$ cat config.mk
export PLATFORM = sky130hd
export DESIGN_NAME = terminal_line_editor_core_flat
export DESIGN_NICKNAME = d
export VERILOG_FILES = /design/src/design/tle_pkg.sv /design/src/design/tle_in_if.sv /design/src/design/tle_out_if.sv /design/src/design/tle_cfg_if.sv /design/src/design/terminal_line_editor_core.sv /design/src/design/tle_ram.sv /design/src/design/tle_datapath.sv /design/src/design/tle_ctrl.sv /design/src/flat_wrapper.sv
export SDC_FILE = /design/constraint.sdc
export NUM_CORES = 1
export LEC_CHECK = 0
export BUFFER_PORTS_ARGS = -buffer_cell sky130_fd_sc_hd__buf_2
export CORE_UTILIZATION = 60
export CTS_CLUSTER_DIAMETER = 80
export CTS_CLUSTER_SIZE = 8
export DETAILED_ROUTE_END_ITERATION = 16
export PLACE_DENSITY_LB_ADDON = 0.1
export SLEW_MARGIN = 20
export SYNTH_ARGS = -nofsm -noshare
export SYNTH_HDL_FRONTEND = slang
export SYNTH_HIERARCHICAL = 1
export SYNTH_SLANG_ARGS = --single-unit
$ cat constraint.sdc
create_clock -name clk_i -period 7.95 [get_ports clk_i]
set_clock_uncertainty 0.15 [all_clocks]
set_input_delay 1.1925 -clock clk_i [delete_from_list [all_inputs] [get_ports clk_i]]
set_output_delay 1.1925 -clock clk_i [all_outputs]
set_load 0.02 [all_outputs]
$ cat src/design/tle_pkg.sv
// Shared constants, codes and control types of the terminal line editor.
package tle_pkg;

  localparam int unsigned LINE_MAX  = 32;
  localparam int unsigned ADDR_W    = $clog2(LINE_MAX);
  localparam int unsigned LEN_W     = $clog2(LINE_MAX + 1);
  localparam int unsigned BYTE_W    = 8;
  localparam int unsigned KIND_W    = 2;
  localparam int unsigned CFG_IDX_W = 8;

  localparam logic [BYTE_W-1:0] CH_TAB          = 8'h09;
  localparam logic [BYTE_W-1:0] CH_HELP         = 8'h3F;
  localparam logic [BYTE_W-1:0] CH_BS           = 8'h08;
  localparam logic [BYTE_W-1:0] CH_CR           = 8'h0D;
  localparam logic [BYTE_W-1:0] CH_NL           = 8'h0A;
  localparam logic [BYTE_W-1:0] CH_SPACE        = 8'h20;
  localparam logic [BYTE_W-1:0] HIST_UP_RESET   = 8'd82;
  localparam logic [BYTE_W-1:0] HIST_DOWN_RESET = 8'd81;

  localparam logic [CFG_IDX_W-1:0] REG_HIST_UP   = 8'd0;
  localparam logic [CFG_IDX_W-1:0] REG_HIST_DOWN = 8'd1;

  localparam logic [KIND_W-1:0] KIND_ECHO  = 2'd0;
  localparam logic [KIND_W-1:0] KIND_LINE  = 2'd1;
  localparam logic [KIND_W-1:0] KIND_EMPTY = 2'd2;

  typedef enum logic [2:0] {
    KEY_TERM,
    KEY_HIST,
    KEY_BACK,
    KEY_ENTER,
    KEY_PLAIN
  } key_cls_e;

  typedef enum logic [2:0] {
    OSEL_NEWLINE,
    OSEL_RX,
    OSEL_SPACE,
    OSEL_LINE,
    OSEL_EMPTY
  } out_sel_e;

  typedef struct packed {
    logic     load_byte;
    logic     append;
    logic     len_dec;
    logic     len_clear;
    logic     idx_clear;
    logic     idx_step;
    logic     out_load;
    out_sel_e out_sel;
    logic     out_last;
  } dp_cmd_t;

  typedef struct packed {
    key_cls_e key_cls;
    logic     len_zero;
    logic     full_next;
    logic     idx_last;
    logic     out_free;
  } dp_sts_t;

endpackage

$ cat src/design/tle_in_if.sv
// Input channel carrying one received byte per item.
interface tle_in_if;
  logic                        valid;
  logic                        ready;
  logic [tle_pkg::BYTE_W-1:0]  rx_byte;

  modport source (output valid, output rx_byte, input ready);
  modport sink (input valid, input rx_byte, output ready);
endinterface

$ cat src/design/tle_out_if.sv
// Result channel carrying echo bytes, line bytes and empty-line markers.
interface tle_out_if;
  logic                        valid;
  logic                        ready;
  logic [tle_pkg::KIND_W-1:0]  kind;
  logic [tle_pkg::BYTE_W-1:0]  data_byte;
  logic                        run_last;

  modport source (output valid, output kind, output data_byte, output run_last, input ready);
  modport sink (input valid, input kind, input data_byte, input run_last, output ready);
endinterface

$ cat src/design/tle_cfg_if.sv
// Configuration write channel carrying a register index and write data.
interface tle_cfg_if;
  logic                          valid;
  logic                          ready;
  logic [tle_pkg::CFG_IDX_W-1:0] index;
  logic [tle_pkg::BYTE_W-1:0]    data;

  modport source (output valid, output index, output data, input ready);
  modport sink (input valid, input index, input data, output ready);
endinterface

$ cat src/design/terminal_line_editor_core.sv
// Top level of the terminal line editor: controller, datapath and channel hookup.
// Each received byte is taken as one item and handled to completion before the next is
// accepted. A plain byte is classified, echoed and appended; backspace shortens the
// line and echoes backspace, space and backspace; backspace on an empty line gives no
// result. A line is delivered byte by byte after enter, or after a key that appends;
// results leave at one per cycle while the receiver is ready, through a single result
// register, fed by the one read port of the line store. A finished result may wait in
// that register while the next item is accepted. The history key registers may be written
// at any time the block is idle; indexes other than the two registers are ignored.
module terminal_line_editor_core (
  input  logic      clk_i,
  input  logic      rst_ni,
  tle_in_if.sink    rx_i,
  tle_out_if.source res_o,
  tle_cfg_if.sink   cfg_i
);
  import tle_pkg::*;

  dp_cmd_t cmd;
  dp_sts_t sts;
  logic    in_ready;

  assign rx_i.ready  = in_ready;
  assign cfg_i.ready = 1'b1;

  tle_ctrl u_ctrl (
    .clk_i      (clk_i),
    .rst_ni     (rst_ni),
    .in_valid_i (rx_i.valid),
    .in_ready_o (in_ready),
    .sts_i      (sts),
    .cmd_o      (cmd)
  );

  tle_datapath u_datapath (
    .clk_i       (clk_i),
    .rst_ni      (rst_ni),
    .rx_byte_i   (rx_i.rx_byte),
    .cfg_we_i    (cfg_i.valid),
    .cfg_idx_i   (cfg_i.index),
    .cfg_data_i  (cfg_i.data),
    .cmd_i       (cmd),
    .sts_o       (sts),
    .res_valid_o (res_o.valid),
    .res_ready_i (res_o.ready),
    .res_kind_o  (res_o.kind),
    .res_data_o  (res_o.data_byte),
    .res_last_o  (res_o.run_last)
  );

  a_load_when_free: assert property (@(posedge clk_i) disable iff (!rst_ni)
    cmd.out_load |-> sts.out_free)
    else $error("Result register loaded while a result was still pending.");

  a_back_nonempty: assert property (@(posedge clk_i) disable iff (!rst_ni)
    cmd.len_dec |-> !sts.len_zero)
    else $error("Backspace removed a byte from an empty line.");

  a_append_fits: assert property (@(posedge clk_i) disable iff (!rst_ni)
    (cmd.append && sts.full_next) |=> sts.key_cls != KEY_BACK && !in_ready)
    else $error("Full line was not delivered after the append.");

  a_empty_marker: assert property (@(posedge clk_i) disable iff (!rst_ni)
    (res_o.valid && res_o.kind == KIND_EMPTY) |-> (res_o.data_byte == '0 && res_o.run_last))
    else $error("Empty-line marker carries data or is not the last result.");

endmodule

$ cat src/design/tle_ram.sv
// Generic single-write, single-read RAM with registered read data.
module tle_ram #(
  parameter int unsigned WIDTH = 8,
  parameter int unsigned DEPTH = 32,
  localparam int unsigned AW = (DEPTH > 1) ? $clog2(DEPTH) : 1
) (
  input  logic             clk_i,
  input  logic             we_i,
  input  logic [AW-1:0]    waddr_i,
  input  logic [WIDTH-1:0] wdata_i,
  input  logic             re_i,
  input  logic [AW-1:0]    raddr_i,
  output logic [WIDTH-1:0] rdata_o
);

  logic [WIDTH-1:0] mem_q [DEPTH];
  logic [WIDTH-1:0] rdata_q;

  always_ff @(posedge clk_i) begin
    if (we_i) begin
      mem_q[waddr_i] <= wdata_i;
    end
    if (re_i) begin
      rdata_q <= mem_q[raddr_i];
    end
  end

  assign rdata_o = rdata_q;

endmodule

$ cat src/design/tle_datapath.sv
// Datapath: key registers, line store, fill count, read index and result register.
module tle_datapath (
  input  logic                          clk_i,
  input  logic                          rst_ni,
  input  logic [tle_pkg::BYTE_W-1:0]    rx_byte_i,
  input  logic                          cfg_we_i,
  input  logic [tle_pkg::CFG_IDX_W-1:0] cfg_idx_i,
  input  logic [tle_pkg::BYTE_W-1:0]    cfg_data_i,
  input  tle_pkg::dp_cmd_t              cmd_i,
  output tle_pkg::dp_sts_t              sts_o,
  output logic                          res_valid_o,
  input  logic                          res_ready_i,
  output logic [tle_pkg::KIND_W-1:0]    res_kind_o,
  output logic [tle_pkg::BYTE_W-1:0]    res_data_o,
  output logic                          res_last_o
);
  import tle_pkg::*;

  logic [BYTE_W-1:0] rx_q;
  logic [BYTE_W-1:0] hist_up_q;
  logic [BYTE_W-1:0] hist_dn_q;
  logic [LEN_W-1:0]  len_q, len_d;
  logic [ADDR_W-1:0] idx_q, idx_d;
  logic              out_valid_q;
  logic [KIND_W-1:0] out_kind_q, out_kind_d;
  logic [BYTE_W-1:0] out_data_q, out_data_d;
  logic              out_last_q;
  logic              ram_re;
  logic [ADDR_W-1:0] ram_raddr;
  logic [BYTE_W-1:0] ram_rdata;
  key_cls_e          key_cls;

  always_ff @(posedge clk_i or negedge rst_ni) begin
    if (!rst_ni) begin
      hist_up_q <= HIST_UP_RESET;
      hist_dn_q <= HIST_DOWN_RESET;
    end else if (cfg_we_i) begin
      if (cfg_idx_i == REG_HIST_UP) begin
        hist_up_q <= cfg_data_i;
      end
      if (cfg_idx_i == REG_HIST_DOWN) begin
        hist_dn_q <= cfg_data_i;
      end
    end
  end

  always_ff @(posedge clk_i) begin
    if (cmd_i.load_byte) begin
      rx_q <= rx_byte_i;
    end
  end

  // The key order resolves clashes when a history register holds another key's code.
  always_comb begin
    priority if (rx_q == CH_TAB || rx_q == CH_HELP) begin
      key_cls = KEY_TERM;
    end else if (rx_q == hist_up_q || rx_q == hist_dn_q) begin
      key_cls = KEY_HIST;
    end else if (rx_q == CH_BS) begin
      key_cls = KEY_BACK;
    end else if (rx_q == CH_CR) begin
      key_cls = KEY_ENTER;
    end else begin
      key_cls = KEY_PLAIN;
    end
  end

  always_comb begin
    len_d = len_q;
    priority if (cmd_i.append) begin
      len_d = len_q + LEN_W'(1);
    end else if (cmd_i.len_dec) begin
      len_d = len_q - LEN_W'(1);
    end else if (cmd_i.len_clear) begin
      len_d = '0;
    end
  end

  always_comb begin
    idx_d = idx_q;
    priority if (cmd_i.idx_clear) begin
      idx_d = '0;
    end else if (cmd_i.idx_step) begin
      idx_d = ADDR_W'(idx_q + 1'b1);
    end
  end

  always_ff @(posedge clk_i or negedge rst_ni) begin
    if (!rst_ni) begin
      len_q <= '0;
      idx_q <= '0;
    end else begin
      len_q <= len_d;
      idx_q <= idx_d;
    end
  end

  assign ram_re    = cmd_i.idx_clear | cmd_i.idx_step;
  assign ram_raddr = idx_d;

  tle_ram #(
    .WIDTH (BYTE_W),
    .DEPTH (LINE_MAX)
  ) u_ram (
    .clk_i   (clk_i),
    .we_i    (cmd_i.append),
    .waddr_i (len_q[ADDR_W-1:0]),
    .wdata_i (rx_q),
    .re_i    (ram_re),
    .raddr_i (ram_raddr),
    .rdata_o (ram_rdata)
  );

  always_comb begin
    unique case (cmd_i.out_sel)
      OSEL_NEWLINE: begin
        out_kind_d = KIND_ECHO;
        out_data_d = CH_NL;
      end
      OSEL_RX: begin
        out_kind_d = KIND_ECHO;
        out_data_d = rx_q;
      end
      OSEL_SPACE: begin
        out_kind_d = KIND_ECHO;
        out_data_d = CH_SPACE;
      end
      OSEL_LINE: begin
        out_kind_d = KIND_LINE;
        out_data_d = ram_rdata;
      end
      OSEL_EMPTY: begin
        out_kind_d = KIND_EMPTY;
        out_data_d = '0;
      end
      default: begin
        out_kind_d = KIND_ECHO;
        out_data_d = '0;
      end
    endcase
  end

  always_ff @(posedge clk_i or negedge rst_ni) begin
    if (!rst_ni) begin
      out_valid_q <= 1'b0;
    end else if (cmd_i.out_load) begin
      out_valid_q <= 1'b1;
    end else if (res_ready_i) begin
      out_valid_q <= 1'b0;
    end
  end

  always_ff @(posedge clk_i) begin
    if (cmd_i.out_load) begin
      out_kind_q <= out_kind_d;
      out_data_q <= out_data_d;
      out_last_q <= cmd_i.out_last;
    end
  end

  assign sts_o.key_cls   = key_cls;
  assign sts_o.len_zero  = (len_q == '0);
  assign sts_o.full_next = (len_q == LEN_W'(LINE_MAX - 1));
  assign sts_o.idx_last  = ((LEN_W'(idx_q) + LEN_W'(1)) == len_q);
  assign sts_o.out_free  = ~out_valid_q | res_ready_i;

  assign res_valid_o = out_valid_q;
  assign res_kind_o  = out_kind_q;
  assign res_data_o  = out_data_q;
  assign res_last_o  = out_last_q;

endmodule

$ cat src/design/tle_ctrl.sv
// Controller: sequences echo, append, backspace and line delivery for each item.
module tle_ctrl (
  input  logic             clk_i,
  input  logic             rst_ni,
  input  logic             in_valid_i,
  output logic             in_ready_o,
  input  tle_pkg::dp_sts_t sts_i,
  output tle_pkg::dp_cmd_t cmd_o
);
  import tle_pkg::*;

  localparam logic [3:0] S_IDLE     = 4'd0;
  localparam logic [3:0] S_DISPATCH = 4'd1;
  localparam logic [3:0] S_ECHO_NL  = 4'd2;
  localparam logic [3:0] S_ECHO_RX  = 4'd3;
  localparam logic [3:0] S_APPEND   = 4'd4;
  localparam logic [3:0] S_PREP     = 4'd5;
  localparam logic [3:0] S_DELIVER  = 4'd6;
  localparam logic [3:0] S_EMPTY    = 4'd7;
  localparam logic [3:0] S_BACK1    = 4'd8;
  localparam logic [3:0] S_BACK2    = 4'd9;
  localparam logic [3:0] S_BACK3    = 4'd10;

  logic [3:0] state_q, state_d;

  always_ff @(posedge clk_i or negedge rst_ni) begin
    if (!rst_ni) begin
      state_q <= S_IDLE;
    end else begin
      state_q <= state_d;
    end
  end

  assign in_ready_o = (state_q == S_IDLE);

  always_comb begin
    state_d       = state_q;
    cmd_o         = '0;
    cmd_o.out_sel = OSEL_NEWLINE;
    unique case (state_q)
      S_IDLE: begin
        if (in_valid_i) begin
          cmd_o.load_byte = 1'b1;
          state_d         = S_DISPATCH;
        end
      end
      S_DISPATCH: begin
        unique case (sts_i.key_cls)
          KEY_TERM, KEY_ENTER: state_d = S_ECHO_NL;
          KEY_HIST:            state_d = S_APPEND;
          KEY_BACK: begin
            if (sts_i.len_zero) begin
              state_d = S_IDLE;
            end else begin
              cmd_o.len_dec = 1'b1;
              state_d       = S_BACK1;
            end
          end
          KEY_PLAIN:           state_d = S_ECHO_RX;
          default:             state_d = S_IDLE;
        endcase
      end
      S_ECHO_NL: begin
        if (sts_i.out_free) begin
          cmd_o.out_load = 1'b1;
          cmd_o.out_sel  = OSEL_NEWLINE;
          state_d        = (sts_i.key_cls == KEY_ENTER) ? S_PREP : S_APPEND;
        end
      end
      S_ECHO_RX: begin
        if (sts_i.out_free) begin
          cmd_o.out_load = 1'b1;
          cmd_o.out_sel  = OSEL_RX;
          cmd_o.out_last = ~sts_i.full_next;
          state_d        = S_APPEND;
        end
      end
      S_APPEND: begin
        cmd_o.append = 1'b1;
        if (sts_i.key_cls == KEY_PLAIN && !sts_i.full_next) begin
          state_d = S_IDLE;
        end else begin
          state_d = S_PREP;
        end
      end
      S_PREP: begin
        if (sts_i.len_zero) begin
          state_d = S_EMPTY;
        end else begin
          cmd_o.idx_clear = 1'b1;
          state_d         = S_DELIVER;
        end
      end
      S_DELIVER: begin
        if (sts_i.out_free) begin
          cmd_o.out_load = 1'b1;
          cmd_o.out_sel  = OSEL_LINE;
          cmd_o.out_last = sts_i.idx_last;
          if (sts_i.idx_last) begin
            cmd_o.len_clear = 1'b1;
            state_d         = S_IDLE;
          end else begin
            cmd_o.idx_step = 1'b1;
          end
        end
      end
      S_EMPTY: begin
        if (sts_i.out_free) begin
          cmd_o.out_load  = 1'b1;
          cmd_o.out_sel   = OSEL_EMPTY;
          cmd_o.out_last  = 1'b1;
          cmd_o.len_clear = 1'b1;
          state_d         = S_IDLE;
        end
      end
      S_BACK1: begin
        if (sts_i.out_free) begin
          cmd_o.out_load = 1'b1;
          cmd_o.out_sel  = OSEL_RX;
          state_d        = S_BACK2;
        end
      end
      S_BACK2: begin
        if (sts_i.out_free) begin
          cmd_o.out_load = 1'b1;
          cmd_o.out_sel  = OSEL_SPACE;
          state_d        = S_BACK3;
        end
      end
      S_BACK3: begin
        if (sts_i.out_free) begin
          cmd_o.out_load = 1'b1;
          cmd_o.out_sel  = OSEL_RX;
          cmd_o.out_last = 1'b1;
          state_d        = S_IDLE;
        end
      end
      default: state_d = S_IDLE;
    endcase
  end

endmodule
$ cat src/flat_wrapper.sv
// flat-port wrapper written by rule: the top's interface ports become plain ports
module terminal_line_editor_core_flat import tle_pkg::*;
  (clk_i, rst_ni, rx_i_valid, rx_i_rx_byte, rx_i_ready, res_o_valid, res_o_kind, res_o_data_byte, res_o_run_last, res_o_ready, cfg_i_valid, cfg_i_index, cfg_i_data, cfg_i_ready);
  tle_in_if rx_i_i ();
  tle_out_if res_o_i ();
  tle_cfg_if cfg_i_i ();
  input  logic clk_i;
  input  logic rst_ni;
  input wire logic [$bits(rx_i_i.valid)-1:0] rx_i_valid;
  input wire logic [$bits(rx_i_i.rx_byte)-1:0] rx_i_rx_byte;
  output wire logic [$bits(rx_i_i.ready)-1:0] rx_i_ready;
  output wire logic [$bits(res_o_i.valid)-1:0] res_o_valid;
  output wire logic [$bits(res_o_i.kind)-1:0] res_o_kind;
  output wire logic [$bits(res_o_i.data_byte)-1:0] res_o_data_byte;
  output wire logic [$bits(res_o_i.run_last)-1:0] res_o_run_last;
  input wire logic [$bits(res_o_i.ready)-1:0] res_o_ready;
  input wire logic [$bits(cfg_i_i.valid)-1:0] cfg_i_valid;
  input wire logic [$bits(cfg_i_i.index)-1:0] cfg_i_index;
  input wire logic [$bits(cfg_i_i.data)-1:0] cfg_i_data;
  output wire logic [$bits(cfg_i_i.ready)-1:0] cfg_i_ready;
  assign rx_i_i.valid = rx_i_valid;
  assign rx_i_i.rx_byte = rx_i_rx_byte;
  assign rx_i_ready = rx_i_i.ready;
  assign res_o_valid = res_o_i.valid;
  assign res_o_kind = res_o_i.kind;
  assign res_o_data_byte = res_o_i.data_byte;
  assign res_o_run_last = res_o_i.run_last;
  assign res_o_i.ready = res_o_ready;
  assign cfg_i_i.valid = cfg_i_valid;
  assign cfg_i_i.index = cfg_i_index;
  assign cfg_i_i.data = cfg_i_data;
  assign cfg_i_ready = cfg_i_i.ready;
  terminal_line_editor_core u_core (.clk_i(clk_i), .rst_ni(rst_ni), .rx_i(rx_i_i), .res_o(res_o_i), .cfg_i(cfg_i_i));
endmodule
Word level (Yosys, flattened, before mapping)

Memory sizes are Yosys's and may differ from the RTL's. A register that Yosys moved wholly into a read port is not among the register bits.
Cells that the tools add are included.

Add/sub/neg operators: 4
Equal/unequal tests: 35
Multiplexer cells: 51
Bitwise gates (word level): 4
Reduce and logical (&&, ||, !) cells: 16

Operator list:

| kind                                                   | count |
|---|---|
| 2-to-1 mux 4 bit                                       | 12 |
| one-hot mux 4 bit (10 select lines)                    | 1 |
| one-hot mux 8 bit (4 select lines)                     | 1 |
| one-hot mux 4 bit (7 select lines)                     | 1 |
| 2-to-1 mux 5 bit                                       | 5 |
| == test 8 x 4 -> 1 bit (second input constant)         | 3 |
| 2-to-1 mux 6 bit                                       | 4 |
| 2-to-1 mux 1 bit                                       | 18 |
| == test 4 x 3 -> 1 bit (second input constant)         | 4 |
| == test 8 bit                                          | 2 |
| one-hot mux 4 bit (4 select lines)                     | 1 |
| 2-to-1 mux 3 bit                                       | 5 |
| == test 3 x 2 -> 1 bit (second input constant)         | 4 |
| == test 4 bit (second input constant)                  | 3 |
| inequality test 2 x 1 -> 1 bit (second input constant) | 6 |
| == test 4 x 2 -> 1 bit (second input constant)         | 2 |
| == test 8 x 1 -> 1 bit (second input constant)         | 1 |
| == test 8 x 6 -> 1 bit (second input constant)         | 1 |
| zero test 8 bit                                        | 1 |
| AND reduction 8 bit                                    | 1 |
| adder 5 x 1 -> 6 bit (second input constant)           | 1 |
| adder 6 x 1 -> 6 bit (second input constant)           | 1 |
| == test 3 x 1 -> 1 bit (second input constant)         | 2 |
| == test 3 bit (second input constant)                  | 2 |
| other kinds (21)                                       | 28 |

Flip-flop bits (word level): 51
Bits in writable memories: 256
Bits of input ports: 29
Logic and storage cells: 121
Memories kept: 1

Memories:

| name                          | words | bits a word | rd ports | clocked after memory_dff | wr ports | RTL line      | RTL |
|---|---|---|---|---|---|---|---|
| u_core.u_datapath.u_ram.mem_q | 32    | 8           | 1        | 1                        | 1        | tle_ram.sv:16 | `logic [WIDTH-1:0] mem_q [DEPTH];` |

Longest topological paths before layout

Gate-level depths: netlist of run 1.

Depth in word-level cells: 10
Gate-level depth with buffers: 14

Modules after synthesis

Netlist of run 1, hierarchy kept.

By module, submodules not included:

| module                    | instances | cells each | area each (sq um) | seq. area each (sq um) |
|---|---|---|---|---|
| tle_ram                   | 1         | 417        | 10,133.5          | 7,927.6 |
| tle_datapath              | 1         | 217        | 2,492.4           | 1,278.7 |
| tle_ctrl                  | 1         | 77         | 599.3             | 100.1 |
| terminal_line_editor_core | 1         | 2          | 11.3              | 0.0 |

Worst setup path after synthesis of run 1

Ideal clock, no wire load.

Path kind: input to register
Start: in res_o_ready
End: reg u_core.u_datapath.u_ram.rdata_q[0] (netlist: u_core/u_datapath/u_ram/rdata_o[0]), read port of u_core.u_datapath.u_ram.mem_q, data pin
Library setup time: 0.260 ns
Arrival: 4.275 ns
Required time: 7.540 ns
Setup slack: 3.265 ns
Stages: 12
Path through: nand2b_1 -> buf_2 -> nand2_1 -> nor4_1 -> nand2_1 -> xor2_1 -> nor2_1 -> clkbuf_1 -> clkbuf_1 -> mux4_2 -> mux4_2 -> mux2_2

RTL lines:

| item        | RTL line           | RTL |
|---|---|---|
| from (decl) | flat_wrapper.sv:16 | `input wire logic [$bits(res_o_i.ready)-1:0] res_o_ready;` |
| to (decl)   | tle_ram.sv:17      | `logic [WIDTH-1:0] rdata_q;` |

==> key figures, run 1 <==
Clock network
  • Post-CTS Resized: 0
  • Hold-fix buffers, CTS: 0
  • Reg clk slew, reported paths: 0.05 ns
  • Clk buf depth: 3
  • Postcts setup bufs: 0
  • CTS buffer count: 45
  • Clock sink count: 315
  • CTS tree: built
  • Worst-Skew Late Latency: 0.54 ns
  • Root Buffer: clkbuf_16
  • CTS H-Tree Depth: 2

Critical path
  • Critical Path Source Type: flop
  • Largest stage delay, worst path: 0.78 ns
  • CP Cell Sequence: nand2b_1 > a21o_2 > a31oi_1 > a2111oi_2 > nor4_1 > nand2_1 > xor2_1 > nor2_4 > buf_4 > mux4_2 > mux4_2 > mux2_2
  • Endpoint type of the worst setup path: flop
  • Worst path most repeated cell: mux4_2
  • Slowest CP cell: nor4_1
  • Crit-path max FO: 65
  • Required time worst endpoint: 8.08 ns
  • WS Path Type: flop to flop
  • Crit path DAT: 5.24 ns

Routing
  • Average via count per standard cell: 6.624
  • Routed WL: 28,790 um
  • DRT iter0 DRCs: 742
  • DRC: 0
  • Final ANT Viol Nets: 0
  • Drt pass-1 iters: 5
  • Routed WL per cell: 27.03 um
  • Total number of vias: 7,055

STA
  • Tcrit/Tclk final: 64.34%
  • Max Slew Vio Count: 0
  • RSZ-0062 raised after global routing: no
  • Min Tclk post-route: 5.115 ns
  • Slew margin rel.: 26.27%
  • Setup TNS: 0 ns
  • Final setup viols: 0
  • Slew @ Worst Pin: 1.102 ns
  • Peak Freq: 195.5 MHz
  • Final Hold Viols: 0

Logic synthesis
  • Post-synth top area share: 64.20%
  • Synthesized Nets: 746
  • Async SR Flop Fraction: 10.16%
  • Yosys top cell by area: edfxtp_1
  • Sequential cell area fraction in the yosys report: 70.31%
  • Main synth FF type: edfxtp_1
  • Ys Warns: 6
  • Synthesis-stage register bit count: 315
  • Area contributors post-synth: edfxtp_1, mux4_2, dfrtp_1
  • Post-synthesis cell area: 0.01324 mm2
  • Synth unique cells: 60
  • Cells after Synth: 713
  • Syn avg cell area: 18.56 um2
  • Post-synth EDFFs: 283

Placed design
  • DP HPWL: 17,030 um
  • IO Port Bufs: 41
  • RePlAce Congestion: 0.8003
  • Placed cells: 1,000

Floorplanning
  • Row count: 53
  • Core area: 0.02135 mm2
  • Starting Density: 61.99%
  • Ports: 43
  • Total die area: 0.02266 mm2
  • Chip width: 150.5 um
  • Die Height: 150.5 um

Cells and area
  • Filler cells: 1,328
  • Final #Nets: 805
  • FF/Latch Area: 0.009306 mm2
  • ANT cells: 0
  • Final Instance Count excl. Fillers: 1,065
  • Layout cell share with drive strength beyond 1: 29.11%
  • Area of the multi-input gates: 0.003705 mm2
  • Area Growth Syn to Fin: 13.09%

Global routing
  • First-pass GRT wire length: 43,070 um
  • Largest net degree at the start of global routing: 66
  • Vias in the first global route: 6,992
  • GRT Total Usage: 27.06%
  • GRT overflow: 0
  • Initial antenna violation count: 0

Flow run
  • Max-cap viol count: 0

Pwr
  • Max VDD drop: 0.0002338 V
  • Leak: 0.004836 uW
  • Pwr dens: 343.7 mW/mm2

Outcome
  • Status: finished clean

Min path
  • Hold Crit Class: flop to flop
layer usage:
layer | track usage [%] | vias up | share of wire [%]
met2 | 41.75 | 363 | 48
met4 | 9.545 | 0 | 2.8
li1 | - | 2967 | -
met5 | 0 | - | 0
met1 | 39.10 | 3661 | 41
met3 | 5.182 | 64 | 8.4
report_power, final:
group / internal [uW] / total (uW) / switching [uW]
clock: 1080 / 1740 / 658
combinational: 599 / 1280 / 681
sequential: 2000 / 2130 / 135
area by class of cell:
cell class	count	area share (%)
Clock inverter	3	0.4597
Tap cell	275	2.299
Inverter	5	0.1254
Sequential cell	315	62.17
Multi-Input combinational cell	351	24.75
Timing Repair Buffer	54	2.106
Clock buffer	62	8.091
sequential cells by signal, summed over array words and instances (netlist names):
signal,count
u_core/u_datapath/u_ram/mem_q,256
u_core/u_datapath/idx_q,5
u_core/u_datapath/res_valid_o,1
u_core/u_datapath/hist_up_q,8
u_core/u_datapath/res_kind_o,2
u_core/u_ctrl/state_q,4
u_core/u_datapath/u_ram/rdata_o,8
u_core/u_datapath/res_last_o,1
u_core/u_datapath/hist_dn_q,8
u_core/u_datapath/rx_q,8
u_core/u_datapath/res_data_o,8
u_core/u_datapath/len_q,6
cell usage in the layout, fill, tap and decap left out, drive strengths merged, types with 2 or more instances in the layout:
cell | Yosys | layout
edfxtp | 283 | 283
mux4 | 80 | 80
clkbuf | 14 | 62
buf | 28 | 54
nor2 | 53 | 53
dfrtp | 26 | 26
xnor2 | 24 | 24
mux2 | 24 | 24
nand2 | 12 | 12
a21oi | 11 | 11
nand2b | 11 | 11
o21ai | 11 | 11
nor3b | 10 | 10
nand3b | 10 | 10
nor2b | 8 | 8
nor3 | 8 | 8
nand4 | 8 | 8
xor2 | 7 | 7
nand3 | 7 | 7
o21a | 6 | 6
mux2i | 6 | 6
dfstp | 6 | 6
inv | 5 | 6
nor4 | 5 | 5
a211oi | 5 | 5
ha | 4 | 4
or3 | 4 | 4
a211o | 3 | 3
a31oi | 3 | 3
or3b | 3 | 3
a21o | 3 | 3
o22ai | 2 | 2
and2 | 2 | 2
a22oi | 2 | 2
o21bai | 2 | 2
and3 | 2 | 2
synth_stat cells (9+ instances only):
library cell,count
xnor2_1,24
mux2_2,24
a21oi_1,11
nand2b_1,10
nand3b_1,10
dfrtp_1,26
nor2_1,53
nand2_1,12
edfxtp_1,283
buf_2,9
nor3b_1,10
clkbuf_1,14
mux4_2,80
critical path: cells and delay by family (launching register included):
kind | cells | cell delay (ns)
compound gates | 3 | 0.51
xor+xnor | 1 | 0.21
buf+inv | 1 | 0.74
flops | 1 | 0.75
mux | 3 | 1.29
simple gates | 4 | 1.16
kinds of logic (layout without fill, tap and decap cells):
group | after synthesis | count (layout) | share of synthesized area, %
AOI/OAI and AO/OA | 55 | 55 | 2.940
and+or+nand+nor | 149 | 149 | 6.182
buffers and inverters | 47 | 124 | 1.928
xor gates and xnor gates | 31 | 31 | 2.051
muxes | 110 | 110 | 16.11
adders and majority gates | 5 | 5 | 0.4537
DFF | 315 | 315 | 70.31
other | 1 | 1 | 0.02833
path summary, 6_finish.rpt:
kind                                           startpoint                                  to  slack (ns)  cells past startpoint
min                        u_core/u_datapath/hist_dn_q[5]      u_core/u_datapath/hist_dn_q[5]        0.38                      1
max                            u_core/u_datapath/len_q[2]  u_core/u_datapath/u_ram/rdata_o[4]        2.83                     12
max in group asynchronous                          rst_ni      u_core/u_datapath/hist_up_q[3]        6.59                      1
max reg2reg                    u_core/u_datapath/len_q[2]  u_core/u_datapath/u_ram/rdata_o[4]        2.83                     12
min in group asynchronous                          rst_ni            u_core/u_ctrl/state_q[0]        0.57                      1
min reg2reg                u_core/u_datapath/hist_dn_q[5]      u_core/u_datapath/hist_dn_q[5]        0.38                      1
metrics by stage:
stage | setup WS (ns) | power (uW) | cell area (um2) | util [%] | hold WS, ns
5_1_grt | 2.435 | 5344 | 14970 | 70.10 | 0.3964
3_5_place_dp | 2.495 | 3444 | 13690 | 64.11 | 0.3710
2_1_floorplan | 3.265 | 3114 | 13240 | - | 0.3509
6_report | 2.835 | 5146 | 14970 | 70.10 | 0.3770
3_3_place_gp | 2.558 | 3396 | 13680 | 64.09 | 0.3627
4_1_cts | 2.817 | 5183 | 14970 | 70.10 | 0.3821
No activity file was read; power rests on OpenSTA's default activity.
==> inputs of run 2 (changes only) <==
Settings changed: CORE_UTILIZATION 60 to 56.
Clock period 7.95 ns to 4.7 ns, I/O delays scaled along.
==> key figures, run 2 (synthesis gave the netlist of run 1 again) <==
Cells and area
  • Post-layout instance area: 0.01514 mm2 (was 0.01497 mm2)
  • Most frequent cells in the layout: edfxtp_1, mux4_2, nor2_1 (unchanged)
  • Filler cells: 1,513 (was 1,328)
  • Area Growth Syn to Fin: 14.41% (was 13.09%)
  • Core utilization of the finished layout: 66.08% (was 70.10%)
  • Reg with most FFs: u_core/u_datapath/u_ram/mem_q (unchanged)
  • Final Instance Count excl. Fillers: 1,122 (was 1,065)
  • Layout cell share with drive strength beyond 1: 30.53% (was 29.11%)
  • Area of the multi-input gates: 0.003692 mm2 (was 0.003705 mm2)
  • Number of flip-flops in the largest register: 256 (unchanged)
  • FF/Latch Area: 0.009306 mm2 (unchanged)
  • Most common cell after layout, fill and taps aside: edfxtp_1 (unchanged)
  • ANT cells: 0 (unchanged)
  • Final #Nets: 823 (was 805)

Clock network
  • Post-CTS Resized: 0 (unchanged)
  • CTS buffer count: 45 (unchanged)
  • Clock sink count: 315 (unchanged)
  • Clk buf depth: 3 (unchanged)
  • Reg clk slew, reported paths: 0.05 ns (about the same)
  • Root Buffer: clkbuf_16 (unchanged)
  • Postcts setup bufs: 0 (unchanged)
  • CTS H-Tree Depth: 2 (unchanged)
  • Hold-fix buffers, CTS: 0 (unchanged)
  • Worst-Skew Late Latency: 0.54 ns (about the same)
  • CTS tree: built (unchanged)

Min path
  • Hold Crit Class: primary input to async pin (was flop to flop)

Routing
  • Routed WL: 29,240 um (was 28,790 um)
  • Wire length on met3: 2695 um (was 2422 um)
  • M1 wire length: 12,150 um (was 11,860 um)
  • Average via count per standard cell: 6.345 (was 6.624)
  • Total number of vias: 7,119 (was 7,055)
  • DRT iter0 DRCs: 678 (was 742)
  • Drt pass-1 iters: 5 (unchanged)
  • WL met2: 13,680 um (was 13,690 um)
  • Final ANT Viol Nets: 0 (unchanged)
  • Routed WL per cell: 26.06 um (was 27.03 um)
  • Top Metal Used: met4 (unchanged)
  • DRC: 0 (unchanged)

STA
  • Final Hold Viols: 0 (unchanged)
  • Slew margin rel.: 24.60% (was 26.27%)
  • Peak Freq: 229.6 MHz (was 195.5 MHz)
  • RSZ-0062 raised after global routing: no (unchanged)
  • Setup TNS: 0 ns (unchanged)
  • Final worst slack: 0.3444 ns (was 2.835 ns)
  • Tcrit/Tclk final: 92.67% (was 64.34%)
  • Final setup viols: 0 (unchanged)
  • Min Tclk post-route: 4.356 ns (was 5.115 ns)
  • Max Slew Vio Count: 0 (unchanged)
  • Slew @ Worst Pin: 1.127 ns (was 1.102 ns)

Pwr
  • Max VDD drop: 0.0003915 V (was 0.0002338 V)
  • Leak: 0.004921 uW (was 0.004836 uW)
  • Pwr dens: 579.8 mW/mm2 (was 343.7 mW/mm2)

Placed design
  • Cell Area, Placed: 0.01388 mm2 (was 0.01369 mm2)
  • IO Port Bufs: 41 (unchanged)
  • DP HPWL: 18,420 um (was 17,030 um)
  • RePlAce Congestion: 0.7812 (was 0.8003)
  • Placed cells: 1,056 (was 1,000)
  • Setup WS pre-CTS: 0.3585 ns (was 2.495 ns)

Critical path
  • Crit path DAT: 4.47 ns (was 5.24 ns)
  • Reg-to-reg endpoint: u_core/u_datapath/u_ram/rdata_o[6] (was u_core/u_datapath/u_ram/rdata_o[4])
  • Critical Path Source Type: flop (unchanged)
  • Largest stage delay, worst path: 0.52 ns (was 0.78 ns)
  • Worst reg2reg setup slack: 0.34 ns (was 2.83 ns)
  • CP Cell Sequence: ha_1 > nand2b_1 > a21o_2 > a31oi_1 > a2111oi_2 > nor4_1 > buf_4 > xnor2_1 > nor2_4 > buf_12 > buf_4 > mux4_2 > mux4_2 > mux2_2 (was nand2b_1 > a21o_2 > a31oi_1 > a2111oi_2 > nor4_1 > nand2_1 > xor2_1 > nor2_4 > buf_4 > mux4_2 > mux4_2 > mux2_2)
  • WP depth: 14 (was 12)
  • R2R cell count: 14 (was 12)
  • R2R Path Start: u_core/u_datapath/idx_q[0] (was u_core/u_datapath/len_q[2])
  • Crit path max-delay family: multiplexers (unchanged)
  • WP buf/inv: 3 (was 1)
  • Endpoint type of the worst setup path: flop (unchanged)
  • Required time worst endpoint: 4.82 ns (was 8.08 ns)
  • Crit-path max FO: 26 (was 65)
  • WS Path Type: flop to flop (unchanged)
  • Slowest CP cell: mux4_2 (was nor4_1)

Global routing
  • Largest net degree at the start of global routing: 54 (was 66)
  • First-pass GRT wire length: 44,180 um (was 43,070 um)
  • GRT overflow: 0 (unchanged)
  • GRT Total Usage: 25.40% (was 27.06%)
  • Vias in the first global route: 7,141 (was 6,992)
  • Initial antenna violation count: 1 (was 0)

Floorplanning
  • Core area: 0.02292 mm2 (was 0.02135 mm2)
  • Row count: 55 (was 53)
  • Chip width: 155.7 um (was 150.5 um)
  • Die Height: 155.7 um (was 150.5 um)
  • Ports: 43 (unchanged)
  • Starting Density: 57.76% (was 61.99%)
  • Total die area: 0.02425 mm2 (was 0.02266 mm2)

Outcome
  • Status: finished clean (unchanged)

Flow run
  • Max-cap viol count: 0 (unchanged)
## run 2: changes by cell type in the layout (fill, tap and decap cells not counted), sizes merged
cell,previous run,this run
buf,54,72
bufinv,1,0
clkbuf,62,63
clkinvlp,0,1
## run 2: final cells by class
| class | count | share of cell area, % |
|---|---|---|
| clock buffer | 63 | 8.023 |
| multi-input combinational | 351 | 24.38 |
| clock inverter | 3 | 0.2892 |
| sequential | 315 | 61.46 |
| inverter | 5 | 0.1239 |
| tap | 313 | 2.586 |
| timing repair buffer | 72 | 3.140 |
## run 2: how the worst max path moves through the flow
stage                                              end                       start  slack (ns)
detailed placement  u_core/u_datapath/u_ram/rdata_o[4]  u_core/u_datapath/idx_q[2]        0.36
finish              u_core/u_datapath/u_ram/rdata_o[6]  u_core/u_datapath/idx_q[0]        0.34
global placement    u_core/u_datapath/u_ram/rdata_o[4]  u_core/u_datapath/idx_q[2]        0.46
CTS                 u_core/u_datapath/u_ram/rdata_o[7]  u_core/u_datapath/idx_q[2]        0.33
global route        u_core/u_datapath/u_ram/rdata_o[6]  u_core/u_datapath/idx_q[0]        0.10
floorplan           u_core/u_datapath/u_ram/rdata_o[0]  u_core/u_datapath/idx_q[0]        0.24
## run 2: per-stage QoR
stage | hold WS [ns] | total power [uW]
after global routing | 0.1401 | 9127
final | 0.09238 | 8780
after CTS | 0.1050 | 8847
after global placement | 0.3644 | 5881
after detailed placement | 0.3687 | 5949
after floorplan | 0.2594 | 5267
## run 2: per-layer routing
metal,global-route usage [%],vias to the layer above
met2,38.01,358
met3,5.639,58
met5,0,-
met1,37.49,3700
li1,-,3003
met4,8.357,0
## run 2: worst register-to-register path: stages, from the launching register on
cell       delay (ns)
dfrtp_1          0.43
ha_1             0.27
nand2b_1         0.20
a21o_2           0.24
a31oi_1          0.21
a2111oi_2        0.08
nor4_1           0.27
buf_4            0.20
xnor2_1          0.10
nor2_4           0.14
buf_12           0.26
buf_4            0.26
mux4_2           0.52
mux4_2           0.49
mux2_2           0.27
## run 2: power breakdown
part / internal, uW / switching, uW / leakage [uW]
Sequential: 3380 / 166 / 0.00295
Clock: 1770 / 1110 / 0.000604
Combinational: 1110 / 1240 / 0.00137
==> inputs of run 3 (changes only) <==
Settings changed: ABC_AREA from default to 1, RECOVER_POWER from default to 50, SKIP_CTS_REPAIR_TIMING from default to 1.
==> key figures, run 3 <==
Critical path
  • Worst path most repeated cell: nor2_1
  • Largest stage delay, worst path: 1.27 ns (was 0.52 ns)
  • Slowest CP cell: clkbuf_1 (was mux4_2)
  • WP buf/inv: 2 (was 3)
  • Crit path DAT: 4.39 ns (was 4.47 ns)
  • WS Path Type: flop to flop (unchanged)
  • Critical Path Source Type: flop (unchanged)
  • CP Cell Sequence: clkbuf_1 > inv_1 > nand4_1 > nor2_1 > a21oi_1 > nand3_1 > nor2_1 > nor2_1 > nand2_1 > nor2_1 > nor2_1 > nand2_1 > o211ai_1 > xor2_1 > nor2_1 (was ha_1 > nand2b_1 > a21o_2 > a31oi_1 > a2111oi_2 > nor4_1 > buf_4 > xnor2_1 > nor2_4 > buf_12 > buf_4 > mux4_2 > mux4_2 > mux2_2)
  • Crit path max-delay family: buffers and inverters (was multiplexers)
  • Crit-path max FO: 35 (was 26)
  • Required time worst endpoint: 4.98 ns (was 4.82 ns)
  • R2R Path Start: u_core/u_datapath/rx_q[7] (was u_core/u_datapath/idx_q[0])
  • R2R cell count: 15 (was 14)
  • Worst reg2reg setup slack: 0.59 ns (was 0.34 ns)
  • Endpoint type of the worst setup path: flop (unchanged)
  • Reg-to-reg endpoint: u_core/u_datapath/len_q[2] (was u_core/u_datapath/u_ram/rdata_o[6])

Logic synthesis
  • Ys Warns: 6 (unchanged)
  • Synthesized Nets: 1,342 (was 746)
  • Area contributors post-synth: edfxtp_1, nand2_1, nand3_1 (was edfxtp_1, mux4_2, dfrtp_1)
  • Post-synth top area share: 60.79% (was 64.20%)
  • Yosys top cell by area: edfxtp_1 (unchanged)
  • Synth unique cells: 37 (was 60)
  • Synthesis-stage register bit count: 315 (unchanged)
  • Main synth FF type: edfxtp_1 (unchanged)
  • Sequential cell area fraction in the yosys report: 66.57% (was 70.31%)
  • Top post-synthesis cells by count: nand2_1, edfxtp_1, nand3_1 (was edfxtp_1, mux4_2, nor2_1)
  • Most common cell in the netlist: nand2_1 (was edfxtp_1)
  • Async SR Flop Fraction: 10.16% (unchanged)
  • Post-synthesis cell area: 0.01398 mm2 (was 0.01324 mm2)
  • Syn avg cell area: 10.68 um2 (was 18.56 um2)
  • Cells after Synth: 1,309 (was 713)
  • Post-synth EDFFs: 283 (unchanged)

Routing
  • DRC: 0 (unchanged)
  • Final ANT Viol Nets: 0 (unchanged)
  • Average via count per standard cell: 5.624 (was 6.345)
  • Drt pass-1 iters: 5 (unchanged)
  • DRT iter0 DRCs: 1,070 (was 678)
  • Routed WL per cell: 19.48 um (was 26.06 um)
  • Routed WL: 33,200 um (was 29,240 um)
  • Total number of vias: 9,584 (was 7,119)

STA
  • Max Slew Vio Count: 140 (was 0)
  • Final Hold Viols: 0 (unchanged)
  • Final setup viols: 0 (unchanged)
  • Slew margin rel.: -31.31% (was 24.60%)
  • Setup TNS: 0 ns (unchanged)
  • RSZ-0062 raised after global routing: no (unchanged)
  • Tcrit/Tclk final: 87.50% (was 92.67%)
  • Hold Slack: 0.1880 ns (was 0.09238 ns)
  • Min Tclk post-route: 4.112 ns (was 4.356 ns)
  • Peak Freq: 243.2 MHz (was 229.6 MHz)
  • Slew @ Worst Pin: 1.970 ns (was 1.127 ns)

Clock network
  • Clk buf depth: 3 (unchanged)
  • Reg clk slew, reported paths: 0.05 ns (about the same)
  • CTS H-Tree Depth: 2 (unchanged)
  • Worst-Skew Late Latency: 0.54 ns (about the same)
  • Root Buffer: clkbuf_16 (unchanged)
  • CTS buffer count: 45 (unchanged)
  • Clock sink count: 315 (unchanged)
  • CTS tree: built (unchanged)

Floorplanning
  • Starting Density: 57.32% (was 57.76%)
  • Chip width: 160 um (was 155.7 um)
  • Total die area: 0.02560 mm2 (was 0.02425 mm2)
  • Ports: 43 (unchanged)
  • Die Height: 160 um (was 155.7 um)
  • Row count: 57 (was 55)
  • Core area: 0.02439 mm2 (was 0.02292 mm2)

Pwr
  • Power Total: 8777 uW (was 8780 uW)
  • Leak: 0.005930 uW (was 0.004921 uW)
  • Pwr dens: 566.4 mW/mm2 (was 579.8 mW/mm2)
  • Max VDD drop: 0.0004524 V (was 0.0003915 V)

Global routing
  • Initial antenna violation count: 0 (was 1)
  • GRT overflow: 0 (unchanged)
  • GRT Total Usage: 26.59% (was 25.40%)
  • First-pass GRT wire length: 51,990 um (was 44,180 um)
  • Largest net degree at the start of global routing: 130 (was 54)
  • Vias in the first global route: 9,210 (was 7,141)

Min path
  • Hold Crit Depth: 1
  • Hold path endpoint: u_core/u_datapath/rx_q[7]
  • Worst Hold Launch: rx_i_rx_byte[7]
  • Hold Crit Class: primary input to flop (was primary input to async pin)

Flow run
  • Max-cap viol count: 4 (was 0)

Placed design
  • DP HPWL: 20,270 um (was 18,420 um)
  • RePlAce Congestion: 0.9011 (was 0.7812)
  • IO Port Bufs: 41 (unchanged)

Cells and area
  • Most common cell after layout, fill and taps aside: nand2_1 (was edfxtp_1)
  • Core utilization of the finished layout: 63.53% (was 66.08%)
  • Final #Nets: 1,395 (was 823)
  • Most frequent cells in the layout: nand2_1, edfxtp_1, nand3_1 (was edfxtp_1, mux4_2, nor2_1)
  • Layout cell share with drive strength beyond 1: 9.855% (was 30.53%)
  • ANT cells: 0 (unchanged)
  • Area Growth Syn to Fin: 10.85% (was 14.41%)
  • Number of flip-flops in the largest register: 256 (unchanged)
  • Reg with most FFs: u_core/u_datapath/u_ram/mem_q (unchanged)

Outcome
  • Failing checks: capacitance limit, slew limit
  • Status: finished, violations left (was finished clean)
run 3: layout make-up:
class	count	area, um2
multi-input combinational	867	3908
tap	324	405.4
clock buffer	61	1186
clock inverter	4	45.04
timing repair buffer	62	377.9
inverter	71	267.8
sequential	315	9306
fill	1945	8895
run 3: metal layers:
metal  share of wire (%)  track usage (%)  vias up
met4                 1.9            6.883        0
met1                  42            38.16     4538
met2                  47            41.90      422
met5                   0                0        -
met3                 8.9            5.195       52
li1                    -                -     4572
run 3: power by group:
group	internal (uW)	switching, uW
clock	1740	1120
combinational	656	1720
sequential	3360	185
run 3: cells by family after synthesis:
family	share of synthesized area, %
adder cells (fa/ha/maj)	0.3580
AND/OR/NAND/NOR	24.28
flip-flops	66.57
buffers and inverters	5.128
AO/OA/AOI/OAI	2.506
XOR/XNOR	1.128
other	0.02682
run 3: worst max-delay path by stage:
stage | endpoint | from | depth (start not counted) | slack (ns)
after global routing | u_core/u_datapath/len_q[2] | u_core/u_datapath/rx_q[7] | 15 | 0.18
after detailed placement | u_core/u_datapath/u_ram/rdata_o[2] | u_core/u_datapath/idx_q[0] | 23 | 0.73
after CTS | u_core/u_datapath/u_ram/rdata_o[2] | u_core/u_datapath/idx_q[0] | 23 | 0.70
final | u_core/u_datapath/len_q[2] | u_core/u_datapath/rx_q[7] | 15 | 0.59
after floorplan | u_core/u_datapath/u_ram/rdata_o[6] | u_core/u_datapath/idx_q[0] | 22 | 1.64
after global placement | u_core/u_datapath/u_ram/rdata_o[2] | u_core/u_datapath/idx_q[0] | 23 | 0.86
run 3: worst reg2reg max path, stage by stage, from the launching register on:
cell and delay, ns:
edfxtp_1 0.31, clkbuf_1 1.27, inv_1 0.47, nand4_1 0.28, nor2_1 0.07, a21oi_1 0.18, nand3_1 0.09, nor2_1 0.19
nor2_1 0.07, nand2_1 0.06, nor2_1 0.08, nor2_1 0.21, nand2_1 0.15, o211ai_1 0.13, xor2_1 0.20, nor2_1 0.06
run 3: through the flow:
step	worst slack [ns]	cells	cell area [um2]
final	0.5877	1704	15500
after global routing	0.1805	1704	15500
after CTS	0.7001	1704	15600
after detailed placement	0.7314	1639	14370
after global placement	0.8559	1639	14370
after floorplan	1.636	1309	13980
